File: config.mk
export PLATFORM = sky130hd
export DESIGN_NAME = feedback_step_walker
export DESIGN_NICKNAME = d
export VERILOG_FILES = /design/src/rtl/fsw_pkg.sv /design/src/rtl/fsw_cfg.sv /design/src/rtl/fsw_core.sv /design/src/rtl/feedback_step_walker.sv
export SDC_FILE = /design/constraint.sdc
export NUM_CORES = 1
export LEC_CHECK = 0
export BUFFER_PORTS_ARGS = -buffer_cell sky130_fd_sc_hd__buf_2
export CELL_PAD_IN_SITES_DETAIL_PLACEMENT = 0
export CELL_PAD_IN_SITES_GLOBAL_PLACEMENT = 1
export CORE_MARGIN = 2
export CORE_UTILIZATION = 47
export DETAILED_ROUTE_END_ITERATION = 7
export HOLD_SLACK_MARGIN = 0.06
export PLACE_DENSITY_LB_ADDON = 0.1
export SLEW_MARGIN = 30
export SYNTH_ARGS = -nofsm -noshare
export SYNTH_HDL_FRONTEND = slang
export SYNTH_HIERARCHICAL = 1
export SYNTH_SLANG_ARGS = --single-unit
File: constraint.sdc
create_clock -name clk -period 6.4 [get_ports clk]
set_input_delay 0.64 -clock clk [delete_from_list [all_inputs] [get_ports clk]]
set_output_delay 0.64 -clock clk [all_outputs]
set_load 0.01 [all_outputs]
File: src/rtl/fsw_pkg.sv
`timescale 1ns / 1ps
// ----------------------------------------------------------------------------
// fsw_pkg
// Shared types and codes for the feedback step walker: item kinds, walk modes,
// step directions, result actions, register indexes and the config bundle.
// ----------------------------------------------------------------------------
package fsw_pkg;

  // Item kinds carried in in_tuser
  localparam logic [1:0] KIND_POLL  = 2'd0;
  localparam logic [1:0] KIND_START = 2'd1;
  localparam logic [1:0] KIND_STOP  = 2'd2;

  // Walk modes
  localparam logic [1:0] MODE_SEEK  = 2'd0;
  localparam logic [1:0] MODE_FLOOR = 2'd1;
  localparam logic [1:0] MODE_COUNT = 2'd2;

  // Direction of the last step sent
  localparam logic [1:0] DIR_NONE = 2'd0;
  localparam logic [1:0] DIR_UP   = 2'd1;
  localparam logic [1:0] DIR_DOWN = 2'd2;

  // Result actions
  localparam logic [2:0] ACT_WAIT      = 3'd0;
  localparam logic [2:0] ACT_UP        = 3'd1;
  localparam logic [2:0] ACT_DOWN      = 3'd2;
  localparam logic [2:0] ACT_DONE      = 3'd3;
  localparam logic [2:0] ACT_STUCK     = 3'd4;
  localparam logic [2:0] ACT_WRAPPED   = 3'd5;
  localparam logic [2:0] ACT_EXHAUSTED = 3'd6;

  // Configuration register indexes
  localparam int CFG_ADDR_W = 2;
  localparam int CFG_DATA_W = 32;
  localparam logic [CFG_ADDR_W-1:0] REG_DEADLINE  = 2'd0;
  localparam logic [CFG_ADDR_W-1:0] REG_SETTLE    = 2'd1;
  localparam logic [CFG_ADDR_W-1:0] REG_MAX_STEPS = 2'd2;

  // Register reset values
  localparam logic [31:0] DEADLINE_RST  = 32'd60000;
  localparam logic [31:0] SETTLE_RST    = 32'd2000;
  localparam logic [15:0] MAX_STEPS_RST = 16'd32;

  // Step counter width follows the max_steps register
  localparam int STEP_W = 16;

  // Result word: action in the low bits, busy flag above, padded to a byte
  localparam int OUT_TDATA_W = 8;

  typedef struct packed {
    logic [31:0]       deadline_ms;
    logic [31:0]       settle_ms;
    logic [STEP_W-1:0] max_steps;
  } fsw_cfg_t;

  typedef struct packed {
    logic       busy_res;
    logic [2:0] action;
  } fsw_res_t;

endpackage

File: src/rtl/fsw_cfg.sv
`timescale 1ns / 1ps
// ----------------------------------------------------------------------------
// fsw_cfg
// Configuration register bank: deadline, settle time and step limit, written
// through a plain index/data write port.
// ----------------------------------------------------------------------------
module fsw_cfg (
  input  logic                           clk,
  input  logic                           rst_n,
  input  logic                           cfg_we,
  input  logic [fsw_pkg::CFG_ADDR_W-1:0] cfg_addr,
  input  logic [fsw_pkg::CFG_DATA_W-1:0] cfg_wdata,
  output fsw_pkg::fsw_cfg_t              cfg
);
  import fsw_pkg::*;

  fsw_cfg_t cfg_r;

  // Register writes; indexes beyond the list are ignored
  always_ff @(posedge clk) begin
    if (!rst_n) begin
      cfg_r.deadline_ms <= DEADLINE_RST;
      cfg_r.settle_ms   <= SETTLE_RST;
      cfg_r.max_steps   <= MAX_STEPS_RST;
    end else if (cfg_we) begin
      unique case (cfg_addr)
        REG_DEADLINE:  cfg_r.deadline_ms <= cfg_wdata;
        REG_SETTLE:    cfg_r.settle_ms   <= cfg_wdata;
        REG_MAX_STEPS: cfg_r.max_steps   <= cfg_wdata[STEP_W-1:0];
        default: ;
      endcase
    end
  end

  assign cfg = cfg_r;

endmodule

File: src/rtl/fsw_core.sv
`timescale 1ns / 1ps
// ----------------------------------------------------------------------------
// fsw_core
// Walk state and the per-word decision logic: arms, disarms and judges each
// poll against deadline, settle time, movement, direction and step limit.
// ----------------------------------------------------------------------------
module fsw_core #(
  parameter int READING_WIDTH = 16,
  parameter int TIME_WIDTH    = 32
) (
  input  logic                            clk,
  input  logic                            rst_n,
  input  logic                            fire,
  input  logic [1:0]                      kind,
  input  logic [TIME_WIDTH-1:0]           now_ms,
  input  logic signed [READING_WIDTH-1:0] reading,
  input  logic                            fresh,
  input  logic [1:0]                      start_mode,
  input  logic signed [READING_WIDTH-1:0] start_target,
  input  logic                            start_up,
  input  fsw_pkg::fsw_cfg_t               cfg,
  output fsw_pkg::fsw_res_t               res
);
  import fsw_pkg::*;

  // Walk state
  logic                            walking_r,   walking_nxt;
  logic [1:0]                      mode_r,      mode_nxt;
  logic signed [READING_WIDTH-1:0] goal_r,      goal_nxt;
  logic                            count_up_r,  count_up_nxt;
  logic [1:0]                      last_dir_r,  last_dir_nxt;
  logic signed [READING_WIDTH-1:0] last_rd_r,   last_rd_nxt;
  logic [TIME_WIDTH-1:0]           start_t_r,   start_t_nxt;
  logic [TIME_WIDTH-1:0]           step_t_r,    step_t_nxt;
  logic [STEP_W-1:0]               sent_r,      sent_nxt;

  logic [TIME_WIDTH-1:0]           el_start;
  logic [TIME_WIDTH-1:0]           el_step;
  logic                            sent_nz;
  logic                            wrong_way;
  logic signed [READING_WIDTH-1:0] goal_eff;
  logic                            goal_le0;
  logic [2:0]                      act;

  // Wrapping elapsed times and movement checks
  assign el_start  = now_ms - start_t_r;
  assign el_step   = now_ms - step_t_r;
  assign sent_nz   = (sent_r != '0);
  assign wrong_way = ((last_dir_r == DIR_UP)   && (reading < last_rd_r)) ||
                     ((last_dir_r == DIR_DOWN) && (reading > last_rd_r));

  // In count mode a judged step uses up one from the goal
  assign goal_eff = (sent_nz && (mode_r == MODE_COUNT)) ? goal_r - 1'b1 : goal_r;
  assign goal_le0 = goal_eff[READING_WIDTH-1] || (goal_eff == '0);

  // Next state and action
  always_comb begin
    walking_nxt  = walking_r;
    mode_nxt     = mode_r;
    goal_nxt     = goal_r;
    count_up_nxt = count_up_r;
    last_dir_nxt = last_dir_r;
    last_rd_nxt  = last_rd_r;
    start_t_nxt  = start_t_r;
    step_t_nxt   = step_t_r;
    sent_nxt     = sent_r;
    act          = ACT_WAIT;
    unique case (kind)
      KIND_POLL: begin
        if (walking_r) begin
          priority if (32'(el_start) >= cfg.deadline_ms) begin
            walking_nxt = 1'b0;
            act         = ACT_STUCK;
          end else if (!fresh) begin
            act = ACT_WAIT;
          end else if (sent_nz && (32'(el_step) < cfg.settle_ms)) begin
            act = ACT_WAIT;
          end else if (sent_nz && (reading == last_rd_r)) begin
            walking_nxt = 1'b0;
            act         = (mode_r == MODE_FLOOR) ? ACT_DONE : ACT_STUCK;
          end else if (sent_nz && wrong_way) begin
            walking_nxt = 1'b0;
            act         = ACT_WRAPPED;
          end else begin
            goal_nxt = goal_eff;
            priority if ((mode_r == MODE_SEEK) && (reading == goal_eff)) begin
              walking_nxt = 1'b0;
              act         = ACT_DONE;
            end else if ((mode_r == MODE_COUNT) && goal_le0) begin
              walking_nxt = 1'b0;
              act         = ACT_DONE;
            end else if (sent_r >= cfg.max_steps) begin
              walking_nxt = 1'b0;
              act         = ACT_EXHAUSTED;
            end else begin
              // Send one step
              if (mode_r == MODE_SEEK) begin
                act = (goal_eff > reading) ? ACT_UP : ACT_DOWN;
              end else if (mode_r == MODE_FLOOR) begin
                act = ACT_DOWN;
              end else begin
                act = count_up_r ? ACT_UP : ACT_DOWN;
              end
              last_dir_nxt = (act == ACT_UP) ? DIR_UP : DIR_DOWN;
              last_rd_nxt  = reading;
              step_t_nxt   = now_ms;
              sent_nxt     = sent_r + 1'b1;
            end
          end
        end
      end
      KIND_START: begin
        walking_nxt  = 1'b1;
        mode_nxt     = start_mode;
        goal_nxt     = start_target;
        count_up_nxt = start_up;
        last_dir_nxt = DIR_NONE;
        last_rd_nxt  = '0;
        start_t_nxt  = now_ms;
        step_t_nxt   = '0;
        sent_nxt     = '0;
      end
      KIND_STOP: begin
        walking_nxt = 1'b0;
      end
      default: ;
    endcase
  end

  // State update, once per word leaving the input register
  always_ff @(posedge clk) begin
    if (!rst_n) begin
      walking_r  <= 1'b0;
      mode_r     <= MODE_SEEK;
      goal_r     <= '0;
      count_up_r <= 1'b0;
      last_dir_r <= DIR_NONE;
      last_rd_r  <= '0;
      start_t_r  <= '0;
      step_t_r   <= '0;
      sent_r     <= '0;
    end else if (fire) begin
      walking_r  <= walking_nxt;
      mode_r     <= mode_nxt;
      goal_r     <= goal_nxt;
      count_up_r <= count_up_nxt;
      last_dir_r <= last_dir_nxt;
      last_rd_r  <= last_rd_nxt;
      start_t_r  <= start_t_nxt;
      step_t_r   <= step_t_nxt;
      sent_r     <= sent_nxt;
    end
  end

  assign res.action   = act;
  assign res.busy_res = walking_nxt;

endmodule

File: src/rtl/feedback_step_walker.sv
`timescale 1ns / 1ps
// ----------------------------------------------------------------------------
// feedback_step_walker
// Steps a remote setting up or down and judges each step by a fed-back reading.
// ----------------------------------------------------------------------------
// Usage:
//   in_*   : one word per item; in_tuser selects poll, start walk or stop walk.
//   out_*  : exactly one result word per input word, in order: action and the
//            busy flag (walk still armed after this word).
//   cfg_*  : write deadline_ms (0), settle_ms (1), max_steps (2) while idle.
// Each word passes one input register, the decision logic, then the result
// register. Throughput is one word per cycle while out_tready does not stall
// the result register; the walk state updates in the same cycle the
// decision is captured, so the next word already sees it.
// Reset (rst_n low at a clock edge) disarms the walk, clears the valid flags
// of both registers and loads the register defaults 60000, 2000 and 32.
// When out_tready is low a held result stalls the decision stage; the input
// register still takes one more word while it is empty.
// ----------------------------------------------------------------------------
module feedback_step_walker #(
  parameter int READING_WIDTH = 16,
  parameter int TIME_WIDTH    = 32,
  localparam int IN_W        = TIME_WIDTH + 2 * READING_WIDTH + 4,
  localparam int IN_TDATA_W  = ((IN_W + 7) / 8) * 8
) (
  input  logic                             clk,
  input  logic                             rst_n,
  // now_ms, reading, fresh, start_mode, start_target, start_up (low bit up)
  input  logic [IN_TDATA_W-1:0]            in_tdata,
  // kind
  input  logic [1:0]                       in_tuser,
  input  logic                             in_tvalid,
  output logic                             in_tready,
  // action, busy_res (low bit up)
  output logic [fsw_pkg::OUT_TDATA_W-1:0]  out_tdata,
  output logic                             out_tvalid,
  input  logic                             out_tready,
  input  logic                             cfg_we,
  input  logic [fsw_pkg::CFG_ADDR_W-1:0]   cfg_addr,
  input  logic [fsw_pkg::CFG_DATA_W-1:0]   cfg_wdata
);
  import fsw_pkg::*;

  // Field offsets inside in_tdata
  localparam int OFS_RD    = TIME_WIDTH;
  localparam int OFS_FRESH = OFS_RD + READING_WIDTH;
  localparam int OFS_MODE  = OFS_FRESH + 1;
  localparam int OFS_TGT   = OFS_MODE + 2;
  localparam int OFS_UP    = OFS_TGT + READING_WIDTH;

  logic            in_v_r;
  logic [IN_W-1:0] in_data_r;
  logic [1:0]      in_kind_r;
  logic            out_v_r;
  fsw_res_t        out_res_r;
  fsw_res_t        core_res;
  fsw_cfg_t        cfg;
  logic            adv;
  logic            fire;

  // Handshake: decision stage moves when the result register can take a word
  assign adv       = !out_v_r || out_tready;
  assign fire      = in_v_r && adv;
  assign in_tready = !in_v_r || adv;

  // Input register
  always_ff @(posedge clk) begin
    if (!rst_n) begin
      in_v_r <= 1'b0;
    end else if (in_tready) begin
      in_v_r <= in_tvalid;
    end
  end

  always_ff @(posedge clk) begin
    if (in_tready && in_tvalid) begin
      in_data_r <= in_tdata[IN_W-1:0];
      in_kind_r <= in_tuser;
    end
  end

  fsw_cfg u_cfg (
    .clk       (clk),
    .rst_n     (rst_n),
    .cfg_we    (cfg_we),
    .cfg_addr  (cfg_addr),
    .cfg_wdata (cfg_wdata),
    .cfg       (cfg)
  );

  fsw_core #(
    .READING_WIDTH (READING_WIDTH),
    .TIME_WIDTH    (TIME_WIDTH)
  ) u_core (
    .clk          (clk),
    .rst_n        (rst_n),
    .fire         (fire),
    .kind         (in_kind_r),
    .now_ms       (in_data_r[TIME_WIDTH-1:0]),
    .reading      (in_data_r[OFS_RD +: READING_WIDTH]),
    .fresh        (in_data_r[OFS_FRESH]),
    .start_mode   (in_data_r[OFS_MODE +: 2]),
    .start_target (in_data_r[OFS_TGT +: READING_WIDTH]),
    .start_up     (in_data_r[OFS_UP]),
    .cfg          (cfg),
    .res          (core_res)
  );

  // Result register
  always_ff @(posedge clk) begin
    if (!rst_n) begin
      out_v_r <= 1'b0;
    end else if (adv) begin
      out_v_r <= in_v_r;
    end
  end

  always_ff @(posedge clk) begin
    if (fire) begin
      out_res_r <= core_res;
    end
  end

  assign out_tvalid = out_v_r;
  assign out_tdata  = {{(OUT_TDATA_W - 4){1'b0}}, out_res_r};

endmodule
==> results of run 1 <==
## worst max-delay path, delay by kind of cell, from the launching register on
kind | cells | cell delay, ns
AO/OA/AOI/OAI | 14 | 3.15
buffers and inverters | 5 | 0.96
adder cells (fa/ha/maj) | 2 | 0.65
AND/OR/NAND/NOR | 4 | 0.51
flip-flops | 1 | 0.42
XOR/XNOR | 1 | 0.13
## sequential cells by signal, summed over array words and instances, names as in the netlist, 4 cells and up
| name | count |
|---|---|
| u_core/last_rd_r | 16 |
| u_cfg/cfg | 80 |
| u_core/start_t_r | 32 |
| u_core/sent_r | 16 |
| out_tdata | 4 |
| in_data_r | 68 |
| u_core/step_t_r | 32 |
| u_core/goal_r | 16 |
## power by group through the flow
stage	registers, uW	logic, uW	clock network (uW)
final	1890	690	1900
after global routing	1900	780	2030
after CTS	1890	691	1960
after detailed placement	1930	686	0
after global placement	1930	672	0
after floorplan	1910	497	0
## final timing paths
path,start,endpoint,slack [ns],cells past startpoint
hold reg to reg,u_core/step_t_r[3],u_core/step_t_r[3],0.45,2
setup / recovery,in_data_r[2],u_core/last_rd_r[7],0.44,26
setup reg to reg,in_data_r[2],u_core/last_rd_r[7],0.44,26
hold / removal,in_tdata[50],in_data_r[50],0.28,1
## Yosys cell counts (20+ instances only)
cell / instances / area share
a21o_1: 40 / 0.018
a21oi_1: 168 / 0.050
clkbuf_1: 33 / 0.0074
dfxtp_1: 200 / 0.24
edfxtp_1: 74 / 0.13
ha_1: 176 / 0.13
inv_1: 200 / 0.045
mux2i_1: 88 / 0.053
nand2_1: 293 / 0.066
nand3_1: 69 / 0.021
nand4_1: 28 / 0.010
nor2_1: 96 / 0.022
nor2b_1: 24 / 0.0090
nor3_1: 26 / 0.0078
o21a_1: 20 / 0.0090
o21ai_0: 52 / 0.016
xnor2_1: 48 / 0.025
xor2_1: 25 / 0.013
## per-layer routing
metal,vias up,wire length [um],GRT usage
met2,213,19300,0.380
li1,6899,-,-
met4,0,804,0.0637
met3,53,1650,0.0313
met1,6299,20400,0.313
met5,-,0,0
## logic make-up (layout without fill, tap and decap cells)
| kind of cell | after synthesis | after routing | share of synthesized area |
|---|---|---|---|
| simple gates | 643 | 643 | 0.184 |
| compound gates | 387 | 387 | 0.145 |
| buf+inv | 281 | 405 | 0.0721 |
| flops | 274 | 274 | 0.372 |
| fa+ha+maj | 178 | 178 | 0.134 |
| mux | 91 | 91 | 0.0546 |
| xor+xnor | 74 | 74 | 0.0391 |
| other cells | 1 | 4 | 0.000224 |
## final cells by class
cell class | instances | area, sq um
Fill cell | 3324 | 16400
Multi-Input combinational cell | 1377 | 9380
Sequential cell | 274 | 6230
Clock buffer | 49 | 948
Timing Repair Buffer | 143 | 836
Inverter | 202 | 759
Tap cell | 461 | 577
Clock inverter | 11 | 140
## repair_timing
item | in CTS | in global routing
buffers inserted | 0 | 0
resized for setup | 0 | 4
endpoints found under the setup margin | 0 | 59
## metrics by stage
stage / total power [uW] / hold slack (ns)
3_5_place_dp: 2610 / 0.444
4_1_cts: 4540 / 0.245
2_1_floorplan: 2410 / 0.431
3_3_place_gp: 2600 / 0.437
5_1_grt: 4700 / 0.253
6_report: 4480 / 0.277
==> results by group, run 1 <==
Yosys
  – Syn Inst Count: 1929
  – Post-synth EDFFs: 74
  – Cell Area, Synth: 16800 sq um
  – Synth Area per Inst: 8.69 sq um
  – Post-synth cell types: 81
  – Yosys reg bits: 274
  – Register area share after synthesis: 0.372
  – Top_reg_cell synth: dfxtp_1
  – Synthesis Warnings: 6
  – Asr flop ratio synth: 0

Final layout
  – Layout cell share with drive strength beyond 1: 0.107
  – P&R area growth vs syn: 12.6%
  – Nets: 2323
  – Most common cell after layout, fill and taps aside: nand2_1
  – Most frequent cells in the layout: nand2_1, inv_1, dfxtp_1
  – Final Instance Area: 18900 sq um
  – Fin cells: 2517
  – Diode count: 0
  – Fin util: 0.534

STA
  – Fin. Hold Viols: 0
  – Fmax: 168 MHz
  – Final worst slack: 0.442 ns
  – Tmin final: 5.96 ns
  – Actual slew at the worst max-slew pin: 0.895 ns
  – RSZ-0062 raised after global routing: no
  – Fin crit share: 0.931
  – Max_slew headroom: 0.398
  – Setup TNS: 0 ns
  – Clock skew: 0.0139 ns
  – # setup viols final: 0
  – Final Max Tran Viols: 0

Die
  – Starting Density: 0.475
  – Die Y: 193 um
  – Placement Rows: 69
  – Die X: 193 um
  – Full die area: 37200 sq um
  – Number of I/O pins: 123
  – Core ar.: 35300 sq um

Detailed routing
  – Initial DRC count: 769
  – Routed Antenna Nets: 0
  – Via density: 5.35
  – Routed wire length: 42200 um
  – Via count: 13500
  – DRC violations left: 0
  – Wirelength per Cell: 16.8 um
  – Initial DRT Pass Iterations: 5

Clock network
  – Clock Latency Late Sink: 0.53 ns
  – Clk root buf: clkbuf_16
  – Deepest clock path buffer count: 3
  – Clk pin slew, worst setup/hold paths: 0.06 ns
  – Num CTS Buffers: 34
  – Post-CTS Hold Buffers: 0
  – # H-tree levels: 2
  – TritonCTS clock tree: built
  – Clk sinks: 274

Job
  – Max-cap violation count: 0

Placed design
  – GP Congestion: 0.845
  – DP Cell Count: 2457
  – Port bufs: 114
  – Place WS: 0.316 ns
  – Hpwl dp: 30800 um
  – Dpl cell area: 17700 sq um

Pwr
  – Leakage: 0.00777 uW
  – VDD IR-drop max: 222 uV
  – Comb power frac: 0.154
  – Sw power: 1180 uW
  – Power Density: 237 nW/um^2
  – Switching share of power: 0.265
  – Part of the power in registers: 0.422
  – Int Power: 3290 uW
  – Part of the power in the clock network: 0.424

Setup path
  – Setup CP Type: flop to flop
  – Most common cell type on the critical path: buf_4
  – Crit-path max FO: 48
  – CP endpoint kind: flop
  – Arrival @ worst endpoint: 6.40 ns
  – Startpoint Class: flop
  – Max stage delay on crit path: 0.42 ns
  – Crit path required time: 6.84 ns
  – Crit path max-delay cell type: edfxtp_1

Global route
  – Antenna violations before repair: 0
  – Largest net degree at the start of global routing: 77
  – Global-route usage over all layers: 0.229
  – Global-route wire length before repair: 67200 um
  – Vias in the first global route: 13000
  – Total congestion overflow: 0

Outcome
  – Outcome: completed

Min path
  – Hold crit path type: primary input to flop
No activity file was read; power rests on OpenSTA's default activity.
==> run 2: changes to the inputs <==
--- a/config.mk
+++ b/config.mk
@@ -9,7 +9,8 @@
 export CELL_PAD_IN_SITES_DETAIL_PLACEMENT = 0
 export CELL_PAD_IN_SITES_GLOBAL_PLACEMENT = 1
 export CORE_MARGIN = 2
-export CORE_UTILIZATION = 47
+export CORE_UTILIZATION = 48
+export CTS_BUF_LIST = sky130_fd_sc_hd__clkbuf_8
 export DETAILED_ROUTE_END_ITERATION = 7
 export HOLD_SLACK_MARGIN = 0.06
 export PLACE_DENSITY_LB_ADDON = 0.1
==> results by group, run 2 (synthesis gave the netlist of run 1 again) <==
Outcome
  – Outcome: completed

Final layout
  – Max reg flops: 80 (unchanged)
  – # fillers: 3289 (-1.1%)
  – P&R area growth vs syn: 12.6% (about the same)
  – Layout cell share with drive strength beyond 1: 0.119 (+0.0124)
  – Most common cell after layout, fill and taps aside: nand2_1
  – Reg area: 6230 sq um (unchanged)
  – Diode count: 0 (unchanged)
  – Most frequent cells in the layout: nand2_1, inv_1, dfxtp_1
  – Multi-input logic area: 9390 sq um (+0.13%)
  – Nets: 2343 (+0.86%)
  – Fin cells: 2548 (+1.2%)

STA
  – Max_slew headroom: 0.392 (-0.00605)
  – Clock skew: 0.0220 ns (+0.00813 ns)
  – Worst hold margin: 0.190 ns (-0.0869 ns)
  – Fmax: 166 MHz (-1.1%)
  – Final Max Tran Viols: 0 (unchanged)
  – Actual slew at the worst max-slew pin: 0.904 ns (+0.00899 ns)
  – Fin. Hold Viols: 0 (unchanged)
  – Fin crit share: 0.941 (+0.0103)
  – Setup TNS: 0 ns (unchanged)
  – # setup viols final: 0 (unchanged)
  – Tmin final: 6.02 ns (+0.0660 ns)

Clock network
  – Clk root buf: clkbuf_8
  – Deepest clock path buffer count: 3 (unchanged)
  – Post-CTS Hold Buffers: 0 (unchanged)
  – Num CTS Buffers: 49 (+44%)
  – Clk pin slew, worst setup/hold paths: 0.06 ns (about the same)
  – Clk sinks: 274 (unchanged)
  – TritonCTS clock tree: built
  – # H-tree levels: 2 (unchanged)
  – Clock Latency Late Sink: 0.62 ns (+0.09 ns)

Global route
  – Largest net degree at the start of global routing: 71 (-7.8%)
  – Antenna violations before repair: 0 (unchanged)
  – Vias in the first global route: 13200 (+1.6%)
  – Global-route usage over all layers: 0.240 (+0.0108)
  – Global-route wire length before repair: 68900 um (+2.6%)
  – Total congestion overflow: 0 (unchanged)

Setup path
  – R2r setup slk: 0.38 ns (-0.07 ns)
  – Setup CP Type: flop to flop
  – Most common cell type on the critical path: buf_4
  – Top delay family on crit path: compound AO/OA/AOI/OAI gates
  – Worst Path Buf+Inv: 4 (-1)
  – Crit path max-delay cell type: or4_1
  – Reg-to-reg critical path endpoint: u_core/sent_r[12]
  – Crit path required time: 6.93 ns (+0.09 ns)
  – Crit-path max FO: 8 (-83%)
  – CP endpoint kind: flop
  – Critical path origin: in_data_r[1]
  – Reg2Reg Depth: 25 (-3.8%)
  – WP depth: 25 (-3.8%)
  – Setup crit end: u_core/sent_r[12]
  – Arrival @ worst endpoint: 6.55 ns (+0.15 ns)
  – Startpoint Class: flop
  – Max stage delay on crit path: 0.52 ns (+0.10 ns)
  – RR Startpoint: in_data_r[1]

Placed design
  – DP Cell Count: 2453 (-0.16%)
  – GP Congestion: 0.860 (+1.7%)
  – Hpwl dp: 31000 um (+0.41%)
  – Port bufs: 114 (unchanged)

Detailed routing
  – DRC violations left: 0 (unchanged)
  – Initial DRC count: 651 (-15%)
  – Routed wire length: 43400 um (+2.9%)
  – Initial DRT Pass Iterations: 5 (unchanged)
  – Via density: 5.38 (+0.53%)
  – Wirelength per Cell: 17.0 um (+1.6%)
  – Via count: 13700 (+1.8%)
  – Routed Antenna Nets: 0 (unchanged)

Die
  – Core ar.: 34500 sq um (-2.4%)
  – Full die area: 36400 sq um (-2.0%)
  – Placement Rows: 68 (-1.4%)
  – Die Y: 191 um (-1.0%)
  – Number of I/O pins: 123 (unchanged)
  – Die X: 191 um (-1.0%)
  – Starting Density: 0.486 (+0.0117)

Min path
  – Worst Hold Depth: 1 (unchanged)
  – Hold wc startpoint: in_tdata[35]
  – Hold crit path type: primary input to flop

Pwr
  – Final Power: 4300 uW (-3.9%)
  – Power Density: 228 nW/um^2 (-3.9%)
  – VDD IR-drop max: 181 uV (-19%)
  – Leakage: 0.00786 uW (+1.1%)

Job
  – Max-cap violation count: 0 (unchanged)
-- run 2: cell type report --
cell class | count | share of cell area
clock buffer | 65 | 0.0474
clock inverter | 27 | 0.00730
inverter | 202 | 0.0403
multi-input combinational | 1377 | 0.498
sequential | 274 | 0.330
tap | 455 | 0.0302
timing repair buffer | 148 | 0.0468
-- run 2: repair_timing --
item	4_1_cts	5_1_grt
resized for setup	0	10
setup buffers	0	2
endpoints found under the setup margin	0	79
-- run 2: per-stage QoR --
stage,util,cell area (sq um),setup slack (ns)
after floorplan,-,16800,1.10
after global placement,0.515,17700,0.237
after detailed placement,0.515,17700,0.176
after CTS,0.545,18800,0.122
after global routing,0.547,18900,-0.00331
final,0.547,18900,0.376
-- run 2: where the power goes --
| group | leakage, uW | total [uW] | internal, uW | switching (uW) |
|---|---|---|---|---|
| registers | 0.00234 | 1890 | 1840 | 47.0 |
| logic | 0.00492 | 697 | 297 | 400 |
| clock network | 0.000593 | 1710 | 945 | 769 |
-- run 2: metal layers --
layer	track usage	part of all wire	vias to the layer above
li1	-	-	6953
met1	0.331	0.48	6412
met2	0.387	0.45	273
met3	0.0344	0.046	64
met4	0.0781	0.024	0
met5	0	0	-
-- run 2: worst min path at each step --
| stage | to | slack (ns) |
|---|---|---|
| after floorplan | u_core/last_rd_r[12] | 0.43 |
| after global placement | u_core/last_rd_r[12] | 0.44 |
| after detailed placement | u_core/step_t_r[23] | 0.44 |
| after CTS | in_data_r[27] | 0.13 |
| after global routing | in_data_r[16] | 0.16 |
| final | in_data_r[35] | 0.19 |
==> run 3: changes to the inputs <==
--- a/config.mk
+++ b/config.mk
@@ -8,9 +8,7 @@
 export BUFFER_PORTS_ARGS = -buffer_cell sky130_fd_sc_hd__buf_2
 export CELL_PAD_IN_SITES_DETAIL_PLACEMENT = 0
 export CELL_PAD_IN_SITES_GLOBAL_PLACEMENT = 1
-export CORE_MARGIN = 2
-export CORE_UTILIZATION = 48
-export CTS_BUF_LIST = sky130_fd_sc_hd__clkbuf_8
+export CORE_UTILIZATION = 47
 export DETAILED_ROUTE_END_ITERATION = 7
 export HOLD_SLACK_MARGIN = 0.06
 export PLACE_DENSITY_LB_ADDON = 0.1
==> results by group, run 3 (synthesis gave the netlist of run 1 again) <==
Placed design
  – GP Congestion: 0.870 (+1.2%)
  – Dpl cell area: 17700 sq um (-0.14%)
  – DP Cell Count: 2448 (-0.20%)
  – Port bufs: 114 (unchanged)
  – Hpwl dp: 31100 um (+0.29%)

Setup path
  – Setup CP Type: flop to flop
  – Crit-path max FO: 12 (+4)
  – Crit path required time: 6.85 ns (-0.08 ns)
  – Reg-to-reg critical path endpoint: u_core/sent_r[12]
  – RR Startpoint: in_data_r[0]
  – Reg2Reg Depth: 24 (-4.0%)
  – CP endpoint kind: flop
  – Startpoint Class: flop
  – Arrival @ worst endpoint: 6.59 ns (+0.04 ns)
  – R2r setup slk: 0.26 ns (-0.12 ns)

STA
  – Max_slew headroom: 0.391 (about the same)
  – Fin. Hold Viols: 0 (unchanged)
  – Fmax: 163 MHz (-1.9%)
  – Final Max Tran Viols: 0 (unchanged)
  – Clock skew: 0.0144 ns (-0.00760 ns)
  – Fin crit share: 0.960 (+0.0183)
  – Actual slew at the worst max-slew pin: 0.913 ns (+0.00879 ns)
  – # setup viols final: 0 (unchanged)
  – Tmin final: 6.14 ns (+0.117 ns)

Global route
  – Most Crowded Layer GR: met2
  – Total congestion overflow: 0 (unchanged)
  – Largest net degree at the start of global routing: 87 (+23%)
  – Vias in the first global route: 13000 (-1.5%)
  – Global-route usage over all layers: 0.238 (-0.00185)
  – Global-route wire length before repair: 68600 um (-0.44%)
  – Met1 Usage GRT: 0.328 (-0.00273)
  – Met3 GRT Util: 0.0307 (-0.00368)
  – Antenna violations before repair: 0 (unchanged)
  – Grt met2 use: 0.389 (+0.00167)

Final layout
  – Most frequent cells in the layout: nand2_1, inv_1, dfxtp_1
  – Nets: 2322 (-0.90%)
  – Layout cell share with drive strength beyond 1: 0.107 (-0.0125)
  – Max reg flops: 80 (unchanged)
  – Diode count: 0 (unchanged)
  – P&R area growth vs syn: 12.8%
  – Fin cells: 2512 (-1.4%)
  – Most common cell after layout, fill and taps aside: nand2_1
  – Final Instance Area: 18900 sq um (+0.25%)

Job
  – Max-cap violation count: 0 (unchanged)

Min path
  – Worst Hold Depth: 1 (unchanged)
  – Hold wc startpoint: in_tdata[60]
  – Hold crit path type: primary input to flop
  – Hold Path End: in_data_r[60]

Die
  – Starting Density: 0.482 (-0.00476)
  – Core ar.: 34800 sq um (+0.99%)
  – Die X: 191 um (about the same)
  – Die Y: 191 um (about the same)
  – Full die area: 36400 sq um (about the same)
  – Number of I/O pins: 123 (unchanged)
  – Placement Rows: 68 (unchanged)

Clock network
  – Deepest clock path buffer count: 3 (unchanged)
  – Clock Latency Late Sink: 0.52 ns (-0.10 ns)
  – TritonCTS clock tree: built
  – Clk pin slew, worst setup/hold paths: 0.06 ns (about the same)
  – Clk sinks: 274 (unchanged)
  – Num CTS Buffers: 36 (-27%)
  – Post-CTS Hold Buffers: 0 (unchanged)
  – Clk root buf: clkbuf_16
  – # H-tree levels: 2 (unchanged)

Pwr
  – Final Power: 4580 uW (+6.4%)
  – Leakage: 0.00779 uW (-0.87%)
  – VDD IR-drop max: 233 uV (+29%)
  – Power Density: 242 nW/um^2 (+6.2%)

Detailed routing
  – Routed Antenna Nets: 0 (unchanged)
  – Via count: 13600 (-0.58%)
  – Wirelength per Cell: 17.2 um (+1.1%)
  – DRC violations left: 0 (unchanged)
  – Initial DRT Pass Iterations: 5 (unchanged)
  – Initial DRC count: 636 (-2.3%)
  – Routed wire length: 43300 um (-0.33%)
  – Via density: 5.42 (+0.84%)

Outcome
  – Outcome: completed
-- run 3: worst max-delay path by stage --
stage | from | slack, ns | end | cells after the start
floorplan | in_data_r[1] | 1.10 | u_core/sent_r[11] | 23
global placement | in_data_r[2] | 0.22 | u_core/sent_r[12] | 22
detailed placement | in_data_r[0] | 0.15 | u_core/sent_r[12] | 24
CTS | in_data_r[0] | 0.08 | u_core/sent_r[12] | 24
global route | in_data_r[0] | -0.06 | u_core/sent_r[12] | 24
finish | in_data_r[0] | 0.26 | u_core/sent_r[12] | 24
-- run 3: metrics by stage --
| step | worst slack, ns | util | hold WS [ns] | TNS [ns] |
|---|---|---|---|---|
| floorplan | 1.10 | - | 0.431 | 0 |
| global placement | 0.221 | 0.509 | 0.438 | 0 |
| detailed placement | 0.148 | 0.509 | 0.443 | 0 |
| CTS | 0.0817 | 0.542 | 0.266 | 0 |
| global route | -0.0590 | 0.543 | 0.274 | -0.0850 |
| finish | 0.259 | 0.543 | 0.289 | 0 |
-- run 3: layout make-up --
| cell class | count | area, sq um |
|---|---|---|
| Clock buffer | 50 | 1010 |
| Timing Repair Buffer | 140 | 817 |
| Tap cell | 455 | 569 |
| Clock inverter | 14 | 146 |
| Multi-Input combinational cell | 1377 | 9390 |
| Fill cell | 3224 | 15900 |
| Sequential cell | 274 | 6230 |
| Inverter | 202 | 759 |
-- run 3: worst max-delay path, stage by stage (launching register included) --
cell      delay, ns
edfxtp_1       0.42
inv_1          0.11
ha_1           0.18
inv_1          0.06
fa_1           0.42
a211oi_1       0.25
nor2_1         0.15
o41ai_2        0.37
a21oi_1        0.22
a221o_1        0.42
a31oi_1        0.29
o311ai_0       0.29
o41ai_1        0.42
xnor2_1        0.12
ha_1           0.19
a21o_1         0.16
a21o_1         0.17
a21oi_1        0.15
o21ai_0        0.12
a41oi_2        0.27
a31o_2         0.32
nand4_1        0.11
buf_4          0.19
or4_1          0.51
a21oi_1        0.15
-- run 3: timing repair --
item / 4_1_cts / 5_1_grt
setup buffers: 0 / 0
endpoints found under the hold margin: 0 / 0
resized for setup: 0 / 7
endpoints found under the setup margin: 0 / 63
-- run 3: per-layer routing --
metal	routed length, um	vias up
li1	-	6889
met2	19500	260
met1	21000	6405
met4	1050	0
met5	0	-
met3	1710	68
-- run 3: where the power goes --
part           leakage [uW]  total [uW]  internal, uW  switching, uW
Clock              0.000566        1990          1220            769
Sequential          0.00234        1890          1840           44.9
Combinational       0.00488         704           294            409
Total               0.00779        4580          3360           1220
